--- config.mk ---
export PLATFORM = sky130hd
export DESIGN_NAME = temp_sensor_scratchpad_decoder_top
export DESIGN_NICKNAME = d
export VERILOG_FILES = /design/src/tsd_pkg.sv /design/src/temp_sensor_scratchpad_decoder_top.sv /design/src/tsd_front.sv /design/src/tsd_queue.sv /design/src/tsd_back.sv
export SDC_FILE = /design/constraint.sdc
export NUM_CORES = 1
export LEC_CHECK = 0
export ABC_CLOCK_PERIOD_IN_PS = 4300
export BUFFER_PORTS_ARGS = -buffer_cell sky130_fd_sc_hd__buf_4
export CAP_MARGIN = 10
export CORE_ASPECT_RATIO = 0.8
export CORE_MARGIN = 2
export CORE_UTILIZATION = 62
export CTS_CLUSTER_SIZE = 14
export DETAILED_ROUTE_END_ITERATION = 10
export MAX_ROUTING_LAYER = met4
export PLACE_DENSITY = 0.91
export SYNTH_ARGS = -nofsm -noshare
export SYNTH_HDL_FRONTEND = slang
export SYNTH_SLANG_ARGS = --single-unit
--- constraint.sdc ---
create_clock -name clk -period 4.3 [get_ports clk]
set_input_delay 0 -clock clk [delete_from_list [all_inputs] [get_ports clk]]
set_output_delay 0 -clock clk [all_outputs]
set_load 0.02 [all_outputs]
--- src/tsd_pkg.sv ---
`timescale 1ns / 1ps
// ----------------------------------------------------------------------------
// tsd_pkg
// Shared types and constants of the scratchpad temperature decoder.
// ----------------------------------------------------------------------------
package tsd_pkg;

	localparam int PAD_BYTES   = 9;
	localparam int IDX_W       = 4;
	localparam int VAL_W       = 20;
	localparam int QUEUE_DEPTH = 2;

	localparam logic [IDX_W-1:0] LAST_IDX = IDX_W'(PAD_BYTES - 1);

	localparam logic [7:0] CRC_POLY    = 8'h8C;
	localparam logic [7:0] FAMILY_HALF = 8'h10;

	localparam logic [1:0] RES_9BIT  = 2'b00;
	localparam logic [1:0] RES_10BIT = 2'b01;
	localparam logic [1:0] RES_11BIT = 2'b10;

	localparam logic [1:0] REG_FAMILY = 2'd0;
	localparam logic [1:0] REG_MIN    = 2'd1;
	localparam logic [1:0] REG_MAX    = 2'd2;

	localparam logic [IDX_W-1:0] POS_LSB    = 4'd0;
	localparam logic [IDX_W-1:0] POS_MSB    = 4'd1;
	localparam logic [IDX_W-1:0] POS_CFG    = 4'd4;
	localparam logic [IDX_W-1:0] POS_REMAIN = 4'd6;
	localparam logic [IDX_W-1:0] POS_PER_C  = 4'd7;

	typedef struct packed {
		logic [7:0] lsb;
		logic [7:0] msb;
		logic [7:0] cfg;
		logic [7:0] remain;
		logic [7:0] per_c;
		logic       crc_ok;
	} job_t;

	typedef struct packed {
		logic [7:0]         family;
		logic signed [15:0] min_limit;
		logic signed [15:0] max_limit;
	} cfg_t;

	function automatic logic [7:0] crc8_step(input logic [7:0] crc, input logic [7:0] b);
		logic [7:0] c;
		c = crc ^ b;
		for (int i = 0; i < 8; i++) begin
			c = c[0] ? ((c >> 1) ^ CRC_POLY) : (c >> 1);
		end
		return c;
	endfunction

endpackage

--- src/temp_sensor_scratchpad_decoder_top.sv ---
`timescale 1ns / 1ps
// ----------------------------------------------------------------------------
// temp_sensor_scratchpad_decoder_top
// Decodes 1-Wire sensor scratchpads into a checked temperature item.
// ----------------------------------------------------------------------------
// Usage:
//   Input channel (in_valid / in_stall): one scratchpad byte per item, with
//   first marking byte 0. Bytes are taken one per cycle; in_stall rises only
//   on the ninth byte while both job queue entries are occupied.
//   Output channel (out_valid / out_stall): one item per nine-byte
//   scratchpad carrying temperature_sixteenths, accepted and crc_ok.
//   For family 0x10 with a valid count, a 5-step shift-subtract divider
//   produces the count fraction. The back end decodes one scratchpad at a
//   time, and bytes stream at one per cycle while in_stall is low.
//   A stalled output item holds; the back end waits and the queue fills,
//   after which the front end stalls on the next last byte.
//   Configuration (cfg_valid / cfg_ready, always ready): index 0 family code,
//   1 minimum limit, 2 maximum limit; write only while idle.
//   Reset (arst_n low) clears the byte count, CRC, queue and output valid and
//   restores family 0x28, window -160 to 800.
// ----------------------------------------------------------------------------
module temp_sensor_scratchpad_decoder_top (
	input  logic               clk,
	input  logic               arst_n,
	input  logic               in_valid,
	output logic               in_stall,
	input  logic [7:0]         data_byte,
	input  logic               first,
	output logic               out_valid,
	input  logic               out_stall,
	output logic signed [15:0] temperature_sixteenths,
	output logic               accepted,
	output logic               crc_ok,
	input  logic               cfg_valid,
	output logic               cfg_ready,
	input  logic [1:0]         cfg_index,
	input  logic [15:0]        cfg_data
);

	tsd_pkg::cfg_t cfg_q;
	tsd_pkg::job_t push_job, pop_job;
	logic          push, pop, queue_full, queue_empty;

	assign cfg_ready = 1'b1;

	always_ff @(posedge clk or negedge arst_n) begin
		if (!arst_n) begin
			cfg_q.family    <= 8'd40;
			cfg_q.min_limit <= -16'sd160;
			cfg_q.max_limit <= 16'sd800;
		end else if (cfg_valid && cfg_ready) begin
			case (cfg_index)
				tsd_pkg::REG_FAMILY: cfg_q.family    <= cfg_data[7:0];
				tsd_pkg::REG_MIN:    cfg_q.min_limit <= $signed(cfg_data);
				tsd_pkg::REG_MAX:    cfg_q.max_limit <= $signed(cfg_data);
				default: ;
			endcase
		end
	end

	tsd_front u_front (
		.clk        (clk),
		.arst_n     (arst_n),
		.in_valid   (in_valid),
		.in_stall   (in_stall),
		.data_byte  (data_byte),
		.first      (first),
		.push       (push),
		.push_job   (push_job),
		.queue_full (queue_full)
	);

	tsd_queue u_queue (
		.clk      (clk),
		.arst_n   (arst_n),
		.push     (push),
		.push_job (push_job),
		.pop      (pop),
		.pop_job  (pop_job),
		.full     (queue_full),
		.empty    (queue_empty)
	);

	tsd_back u_back (
		.clk                    (clk),
		.arst_n                 (arst_n),
		.cfg                    (cfg_q),
		.queue_empty            (queue_empty),
		.pop_job                (pop_job),
		.pop                    (pop),
		.out_valid              (out_valid),
		.out_stall              (out_stall),
		.temperature_sixteenths (temperature_sixteenths),
		.accepted               (accepted),
		.crc_ok                 (crc_ok)
	);

endmodule

--- src/tsd_front.sv ---
`timescale 1ns / 1ps
// ----------------------------------------------------------------------------
// tsd_front
// Takes scratchpad bytes, runs the CRC-8, keeps the bytes needed for the
// decode and hands one job per complete scratchpad to the queue.
// ----------------------------------------------------------------------------
module tsd_front (
	input  logic              clk,
	input  logic              arst_n,
	input  logic              in_valid,
	output logic              in_stall,
	input  logic [7:0]        data_byte,
	input  logic              first,
	output logic              push,
	output tsd_pkg::job_t     push_job,
	input  logic              queue_full
);

	logic [tsd_pkg::IDX_W-1:0] idx_q;
	logic [7:0]                crc_q;
	logic [7:0]                lsb_q, msb_q, cfg_q, remain_q, per_c_q;

	logic [tsd_pkg::IDX_W-1:0] idx_eff;
	logic [7:0]                crc_eff;
	logic                      is_last;
	logic                      take;

	assign idx_eff  = first ? '0 : idx_q;
	assign crc_eff  = first ? 8'h00 : crc_q;
	assign is_last  = (idx_eff == tsd_pkg::LAST_IDX);
	assign in_stall = is_last && queue_full;
	assign take     = in_valid && !in_stall;
	assign push     = take && is_last;

	assign push_job.lsb    = lsb_q;
	assign push_job.msb    = msb_q;
	assign push_job.cfg    = cfg_q;
	assign push_job.remain = remain_q;
	assign push_job.per_c  = per_c_q;
	assign push_job.crc_ok = (data_byte == crc_eff);

	always_ff @(posedge clk or negedge arst_n) begin
		if (!arst_n) begin
			idx_q <= '0;
			crc_q <= 8'h00;
		end else if (take) begin
			if (is_last) begin
				idx_q <= '0;
				crc_q <= 8'h00;
			end else begin
				idx_q <= idx_eff + 1'b1;
				crc_q <= tsd_pkg::crc8_step(crc_eff, data_byte);
			end
		end
	end

	always_ff @(posedge clk) begin
		if (take && !is_last) begin
			case (idx_eff)
				tsd_pkg::POS_LSB:    lsb_q    <= data_byte;
				tsd_pkg::POS_MSB:    msb_q    <= data_byte;
				tsd_pkg::POS_CFG:    cfg_q    <= data_byte;
				tsd_pkg::POS_REMAIN: remain_q <= data_byte;
				tsd_pkg::POS_PER_C:  per_c_q  <= data_byte;
				default: ;
			endcase
		end
	end

endmodule

--- src/tsd_queue.sv ---
`timescale 1ns / 1ps
// ----------------------------------------------------------------------------
// tsd_queue
// Two-entry job queue between the byte front end and the decode back end.
// ----------------------------------------------------------------------------
module tsd_queue (
	input  logic          clk,
	input  logic          arst_n,
	input  logic          push,
	input  tsd_pkg::job_t push_job,
	input  logic          pop,
	output tsd_pkg::job_t pop_job,
	output logic          full,
	output logic          empty
);

	tsd_pkg::job_t mem_q [tsd_pkg::QUEUE_DEPTH];
	logic          wr_ptr_q, rd_ptr_q;
	logic [1:0]    count_q;

	assign full    = (count_q == 2'(tsd_pkg::QUEUE_DEPTH));
	assign empty   = (count_q == 2'd0);
	assign pop_job = mem_q[rd_ptr_q];

	always_ff @(posedge clk) begin
		if (push) begin
			mem_q[wr_ptr_q] <= push_job;
		end
	end

	always_ff @(posedge clk or negedge arst_n) begin
		if (!arst_n) begin
			wr_ptr_q <= 1'b0;
			rd_ptr_q <= 1'b0;
			count_q  <= 2'd0;
		end else begin
			if (push) begin
				wr_ptr_q <= ~wr_ptr_q;
			end
			if (pop) begin
				rd_ptr_q <= ~rd_ptr_q;
			end
			case ({push, pop})
				2'b10:   count_q <= count_q + 2'd1;
				2'b01:   count_q <= count_q - 2'd1;
				default: count_q <= count_q;
			endcase
		end
	end

endmodule

--- src/tsd_back.sv ---
`timescale 1ns / 1ps
// ----------------------------------------------------------------------------
// tsd_back
// Decodes one job: count refinement divide, resolution mask, window check,
// and drives the output register.
// ----------------------------------------------------------------------------
module tsd_back (
	input  logic               clk,
	input  logic               arst_n,
	input  tsd_pkg::cfg_t      cfg,
	input  logic               queue_empty,
	input  tsd_pkg::job_t      pop_job,
	output logic               pop,
	output logic               out_valid,
	input  logic               out_stall,
	output logic signed [15:0] temperature_sixteenths,
	output logic               accepted,
	output logic               crc_ok
);

	typedef enum logic [3:0] {
		ST_IDLE = 4'b0001,
		ST_DIV  = 4'b0010,
		ST_CALC = 4'b0100,
		ST_EMIT = 4'b1000
	} state_t;

	state_t                          state_q;
	tsd_pkg::job_t                   job_q;
	logic                            use_count_q;
	logic [8:0]                      rem_q;
	logic [4:0]                      quo_q;
	logic [2:0]                      cnt_q;
	logic signed [tsd_pkg::VAL_W-1:0] val_q;
	logic                            out_valid_q;

	logic                            is_half;
	logic                            count_ok;
	logic [8:0]                      div_t;
	logic                            div_ge;
	logic signed [15:0]              raw;
	logic [15:0]                     masked;
	logic signed [tsd_pkg::VAL_W-1:0] calc_val;
	logic signed [tsd_pkg::VAL_W-1:0] lo, hi;
	logic                            in_window;
	logic                            out_free;

	assign is_half  = (cfg.family == tsd_pkg::FAMILY_HALF);
	assign count_ok = (pop_job.per_c != 8'h00) && (pop_job.remain <= pop_job.per_c);
	assign pop      = (state_q == ST_IDLE) && !queue_empty;

	assign div_t  = (cnt_q == 3'd0) ? rem_q : {rem_q[7:0], 1'b0};
	assign div_ge = (div_t >= {1'b0, job_q.per_c});

	assign raw = $signed({job_q.msb, job_q.lsb});

	always_comb begin
		case (job_q.cfg[6:5])
			tsd_pkg::RES_9BIT:  masked = {job_q.msb, job_q.lsb[7:3], 3'b000};
			tsd_pkg::RES_10BIT: masked = {job_q.msb, job_q.lsb[7:2], 2'b00};
			tsd_pkg::RES_11BIT: masked = {job_q.msb, job_q.lsb[7:1], 1'b0};
			default:            masked = {job_q.msb, job_q.lsb};
		endcase
	end

	always_comb begin
		if (is_half) begin
			calc_val = tsd_pkg::VAL_W'(raw) <<< 3;
			if (use_count_q) begin
				calc_val = calc_val - tsd_pkg::VAL_W'(4)
					+ $signed({{(tsd_pkg::VAL_W-5){1'b0}}, quo_q});
			end
		end else begin
			calc_val = tsd_pkg::VAL_W'($signed(masked));
		end
	end

	assign lo        = tsd_pkg::VAL_W'(cfg.min_limit);
	assign hi        = tsd_pkg::VAL_W'(cfg.max_limit);
	assign in_window = job_q.crc_ok && (val_q >= lo) && (val_q <= hi);
	assign out_free  = !out_valid_q || !out_stall;
	assign out_valid = out_valid_q;

	always_ff @(posedge clk or negedge arst_n) begin
		if (!arst_n) begin
			state_q     <= ST_IDLE;
			out_valid_q <= 1'b0;
			cnt_q       <= 3'd0;
		end else begin
			if ((state_q == ST_EMIT) && out_free) begin
				out_valid_q <= 1'b1;
			end else if (!out_stall) begin
				out_valid_q <= 1'b0;
			end
			case (state_q)
				ST_IDLE: begin
					if (!queue_empty) begin
						cnt_q   <= 3'd0;
						state_q <= (is_half && count_ok) ? ST_DIV : ST_CALC;
					end
				end
				ST_DIV: begin
					cnt_q <= cnt_q + 3'd1;
					if (cnt_q == 3'd4) begin
						state_q <= ST_CALC;
					end
				end
				ST_CALC: begin
					state_q <= ST_EMIT;
				end
				ST_EMIT: begin
					if (out_free) begin
						state_q <= ST_IDLE;
					end
				end
				default: state_q <= ST_IDLE;
			endcase
		end
	end

	always_ff @(posedge clk) begin
		case (state_q)
			ST_IDLE: begin
				if (!queue_empty) begin
					job_q       <= pop_job;
					use_count_q <= is_half && count_ok;
					rem_q       <= {1'b0, pop_job.per_c} - {1'b0, pop_job.remain};
					quo_q       <= 5'd0;
				end
			end
			ST_DIV: begin
				rem_q <= div_ge ? (div_t - {1'b0, job_q.per_c}) : div_t;
				quo_q <= {quo_q[3:0], div_ge};
			end
			ST_CALC: begin
				val_q <= calc_val;
			end
			ST_EMIT: begin
				if (out_free) begin
					temperature_sixteenths <= in_window ? val_q[15:0] : 16'sd0;
					accepted               <= in_window;
					crc_ok                 <= job_q.crc_ok;
				end
			end
			default: ;
		endcase
	end

endmodule
Word-level counts from Yosys, hierarchy flattened. Memories as Yosys holds them, arrays and structs flattened. Index checks and enable logic that the tools add are counted.

Memory bits (writable): 82. Memories: 1. Register bits: 189. Output and inout port bits: 21. Input port bits: 32.

Memory list: u_queue.mem_q (words 2, bits a word 41, rd ports 1, clocked after Yosys merged registers in 0, write ports 1, line tsd_queue.sv:17) `tsd_pkg::job_t mem_q [tsd_pkg::QUEUE_DEPTH];`.

Multiplexer cells: 33. Bitwise operators: 12. Eq/ne operators: 23. Reductions and logical operators: 36. Add/sub/neg operators: 8. Magnitude comparators: 4.

Operator list (number): $mux W8 (10); $mux W20 (2); $mux W9 (3); $not A2 Y3 (8); $reduce_and A2 Y1 (11); $add A20 B6 Y20 (1); $ge A20 B16 Y1 (1); $le A20 B16 Y1 (1); $mux W4 (5); $sub A19 B4 Y20 const B (1); $pmux W9 S2 (1); $eq A4 B3 Y1 const B (4); $pmux W4 S4 (1); $logic_and A1 B1 Y1 (10); $pmux W5 S2 (1); $ge A9 B8 Y1 (1); $pmux W3 S3 (1); $sub A8 B8 Y9 (1); $sub A9 B8 Y9 (1); $eq A2 B2 Y1 const B (4); $eq A4 B1 Y1 const B (2); $eq A4 B4 Y1 const B (2); $eq A8 B5 Y1 const B (1); $eq A8 B8 Y1 (1); 25 further kinds (42).

Logic depth before layout (Yosys ltp).
Word-level depth: 19. Gate-level depth with buffers: 13. Gate-level depth less buffers: 13.

Cells and area by module. From an unflattened synthesis, not the netlist that was laid out.

Cell total of the unflattened synthesis: 1006. Area, all modules: 13372.8 um2.

Modules (own cells, without submodules): tsd_back (area each 6180.9 um2, cells an instance 612, times used 1); tsd_queue (area each 3345.7 um2, cells an instance 144, times used 1); tsd_front (area each 2290.9 um2, cells an instance 163, times used 1); temp_sensor_scratchpad_decoder_top (area each 1555.2 um2, cells an instance 87, times used 1).

Worst setup path after synthesis. Ideal clock, no wire load.

Path kind: register to register. From: reg u_front.idx_q[0] (netlist bit). To: mem u_queue.mem_q[0][0] (netlist bit) (enable). Cell stages (with the launch flop): 9. Arrival: 3016 ps. Library setup time: 427 ps. Clock period less this slack: 3443 ps. Setup slack: 857 ps. Cells stage by stage: dfrtp_1 > nand2b_1 > ha_1 > nand3_1 > nor3b_1 > nand2b_1 > or2_2 > clkbuf_1 > nor2_1.

Cells in the longest elaborated chain, start to end: 8.

Ends and longest elaborated chain: from (decl) (line tsd_front.sv:19) `logic [tsd_pkg::IDX_W-1:0] idx_q;`; from (signal assigned) (line tsd_front.sv:51) `idx_q <= idx_eff + 1'b1;`; $mux W4 (line tsd_front.sv:28) `assign idx_eff = first ? '0 : idx_q;`; $eq A4 B4 Y1 (line tsd_front.sv:30) `assign is_last = (idx_eff == tsd_pkg::LAST_IDX);`; $logic_and A1 B1 Y1 (line tsd_front.sv:31) `assign in_stall = is_last && queue_full;`; named net in_stall (line temp_sensor_scratchpad_decoder_top.sv:26) `output logic in_stall,`; $logic_not A1 Y1 (line tsd_front.sv:32) `assign take = in_valid && !in_stall;`; $logic_and A1 B1 Y1 (line tsd_front.sv:32); $logic_and A1 B1 Y1 (line tsd_front.sv:33) `assign push = take && is_last;`; $mux W1 (line tsd_queue.sv:26) `if (push) begin`; $mux W1 (implied by the code) (line tsd_queue.sv:27) `mem_q[wr_ptr_q] <= push_job;`; to (decl) (line tsd_queue.sv:17).

The timed path passes the listed nets, and every way through them passes these cells.

Worst setup path after layout.
From: reg u_back.cnt_q[0]. To: reg u_back.rem_q[0] (data pin).

Cells in the longest elaborated chain, start to end: 5. Elaborated cells on any way between the ends: 6.

Ends and longest elaborated chain: from (decl) (line tsd_back.sv:33) `logic [2:0] cnt_q;`; from (signal assigned) (line tsd_back.sv:103) `cnt_q <= cnt_q + 3'd1;`; $logic_not A3 Y1 * (line tsd_back.sv:52) `assign div_t = (cnt_q == 3'd0) ? rem_q : {rem_q[7:0], 1'b0};`; $mux W9 * (line tsd_back.sv:52); $sub A9 B8 Y9 / $ge A9 B8 Y1 (equally long branches) (line tsd_back.sv:132, tsd_back.sv:53); $mux W9 * (line tsd_back.sv:132) `rem_q <= div_ge ? (div_t - {1'b0, job_q.per_c}) : div_t;`; $pmux W9 S2 * (line tsd_back.sv:122) `case (state_q)`; to (signal assigned) (line tsd_back.sv:127) `rem_q <= {1'b0, pop_job.per_c} - {1'b0, pop_job.remain};`; to (signal assigned) (line tsd_back.sv:132); to (decl) (line tsd_back.sv:31) `logic [8:0] rem_q;`.

Every way passes the cells marked *; elsewhere a longest branch is shown, timed or not. A chain may end at the register's enable or synchronous reset.

==> out/metrics.cfg <==
[die]
core_area_um2 = 19700
fp.dieH_um = 130
dieWidth_um = 162
initial_core_util_pct = 62.7
num_rows = 46
io_pins = 53
design.die.area_um2 = 21100

[layout]
syn_to_final_growth_pct = 14.4
drive_gt1_share_pct = 20.2
nNetsFinal = 1163
n_antenna_cell = 0
n_fill_cell = 1266
final_cells = 1329
final_cell_mix = 184 x edfxtp_1, 83 x inv_1, 81 x ha_1
final_common_cell = edfxtp_1

[sta]
skew_ns = 0.0176
finalSetupViolCount = 0
fin_crit_sh_pct = 87.9
drv_slew = 0
hold_violations = 0
fin_crit_ns = 3.78
fin_tns_setup_ns = 0
tightestPinTransition_ns = 1.13
max_slew_margin_pct = 24.3
whs_ns = 0.0185
fmax_mhz = 265
rsz0062_at_grt = false

[synthesis]
synth_edf_count = 184
ys_ff_latch = 248
ys.flop_type = edfxtp_1
seq_area_frac_synth_pct = 57.9
yosysWarnings = 0
syn-num-nets = 1074
synth_cell_types = 72
synth_area_um2 = 12300
syn_area_per_cell_um2 = 12.9
syn_inst = 958
synthArstFlopShare_pct = 25.8

[critical_path]
reg2reg_from = u_back.cnt_q[0]$_DFFE_PN0P_
r2r_setup_slack_ns = 0.52
worstSetupStartpoint = u_back.cnt_q[0]$_DFFE_PN0P_
path_class = flop to flop
crit_arrival_ns = 4.16
critPathMaxFanout = 10
timing.rr.end = u_back.rem_q[0]$_DFFE_PP_
worst_ep_required_time_ns = 4.68
r2r_cells = 12
endpoint_kind = flop
crit_end = u_back.rem_q[0]$_DFFE_PP_
start_kind = flop

[clock_network]
cts_tree = done
cts_made_buffers = 24
ctsRootBufferMaster = clkbuf_16
cts_resized = 0
clk_latency_ns = 0.53
clkSinkCount = 248
htreeDepth = 1
clk_pin_slew_ns = 0.06
cts_buffer_depth = 3

[hold_path]
hold_depth = 3
min_path_type = input pin to flop

[routing]
wire_per_inst_um = 18.2
via_per_inst = 5.80
routed.top_layer = met4
met2_length_mm = 11.5
wl_met3_mm = 1.26
dr_total_vias = 7709
wl_mm = 24.2
drt-met1-wl_mm = 10.9
drc = 0
drtAntennaViolNets = 0
drtPass1Iterations = 5
initialDrtViolationCount = 559

[global_routing]
gr-total-overflow = 0
grt_usage_pct = 24.3
grt_pass1_vias = 7873
grt_first_pass_wirelength_mm = 39.3
antenna_found_initial = 0
grt_max_degree = 65

[power]
p_sw_w = 0.00318
seqPwrFrac_pct = 38.2
switching_share_pct = 34.6
powerDensity_nw_per_um2 = 650
p_comb_share_pct = 38.9
p_leak_nw = 5.62
p_int_w = 0.00600
p_clk_share_pct = 22.9
ir_worst_vdd_v = 0.000415

[status]
status = completed

[placed_design]
place_congestion = 0.899
dp_cells = 1256
portBuffers = 51
dp_hpwl_mm = 16.6

[run]
maxCapViolations = 0

==> power groups by stage <==
stage / Clock (W) / Sequential (W) / Combinational [W]
global placement: 0 / 0.00351 / 0.00332
global route: 0.00223 / 0.00356 / 0.00398
finish: 0.00210 / 0.00351 / 0.00357
CTS: 0.00213 / 0.00350 / 0.00355
floorplan: 0 / 0.00341 / 0.00277
detailed placement: 0 / 0.00354 / 0.00347
==> sequential cells by signal (all words and copies together) (netlist names), 2 cells and up <==
| signal | count |
|---|---|
| u_back.temperature_sixteenths | 16 |
| u_front.msb_q | 8 |
| u_front.lsb_q | 8 |
| u_front.per_c_q | 8 |
| u_back.job_q | 27 |
| u_back.cnt_q | 3 |
| u_front.idx_q | 4 |
| u_queue.count_q | 2 |
| cfg_q | 40 |
| u_back.quo_q | 5 |
| u_queue.mem_q | 70 |
| u_front.cfg_q | 2 |
| u_back.val_q | 20 |
| u_front.remain_q | 8 |
| u_front.crc_q | 8 |
| u_back.state_q | 4 |
| u_back.rem_q | 9 |
==> per-stage QoR <==
step                      utilization (%)  total power (W)  setup slack [ns]  cell area [um2]
after CTS                            71.7          0.00918             0.542            14100
after floorplan                         -          0.00618             0.857            12300
final                                71.7          0.00918             0.521            14100
after global routing                 71.7          0.00977             0.291            14100
after detailed placement             66.2          0.00701             0.603            13000
after global placement               66.2          0.00684             0.731            13000
==> routing by layer <==
| metal | track usage [%] | up-vias |
|---|---|---|
| li1 | - | 3673 |
| met1 | 32.1 | 3744 |
| met2 | 39.8 | 240 |
| met3 | 3.59 | 52 |
| met4 | 6.77 | 0 |
| met5 | - | - |
==> cell families after synthesis <==
kind of cell / synth area share (%)
other cells: 0.0304
mux: 9.16
fa+ha+maj: 8.70
compound gates: 8.69
flops: 57.9
xor+xnor: 3.55
simple gates: 8.57
buf+inv: 3.42
==> synthesized netlist by cell type, drive strengths merged, types with 7 or more instances <==
master  instances  area, um2
clkbuf         22       82.6
nor4            8       50.1
dfrtp          48       1200
inv            83        312
mux2           77        867
o21ai          40        200
nand2b         10       62.6
nand3          16       80.1
nor2           38        143
and2           24        170
xnor2          39        342
mux2i          26        264
nor3           10       50.1
a21oi          47        246
o21a            7       52.6
edfxtp        184       5530
nand2          49        184
xor2           11       96.3
dfstp          16        420
nor2b          13       81.3
nand4          10       62.6
ha             81       1010
a21o           17        128
==> worst min path at each step <==
stage / startpoint / to / slack, ns
finish: cfg_index[0] / cfg_q[34]$_DFFE_PN0P_ / 0.02
global route: cfg_index[1] / cfg_q[35]$_DFFE_PN1P_ / 0.02
CTS: cfg_index[0] / cfg_q[33]$_DFFE_PN0P_ / 0.001
detailed placement: arst_n / cfg_q[33]$_DFFE_PN0P_ / 0.16
global placement: arst_n / cfg_q[33]$_DFFE_PN0P_ / 0.14
floorplan: arst_n / cfg_q[0]$_DFFE_PN0P_ / -0.30
==> what timing repair did <==
item                      in CTS  in global routing
hold buffers                  29                  0
hold endpoints to repair     126                  0
setup buffers                  0                  0
==> worst max-delay path, stage by stage, from the launching register on <==
cell      delay (ns)
dfrtp_1         0.38
inv_1           0.08
ha_1            0.22
nand2b_1        0.36
mux2_2          0.43
ha_1            0.29
nor2b_1         0.14
o21a_1          0.18
o21ai_0         0.21
a21oi_1         0.15
a31oi_2         0.64
mux2_2          0.41
mux2i_1         0.13
==> area by class of cell <==
type	instances	area, um2	share of cell area (%)
flip-flops and latches	248	7150	50.6
well taps	264	330	2.34
clock inverters	11	153	1.08
repair buffers	88	733	5.19
clock buffers	33	644	4.56
multi-input cells	601	4790	34.0
inverters	84	315	2.23
No activity file was read; power rests on OpenSTA's default activity.
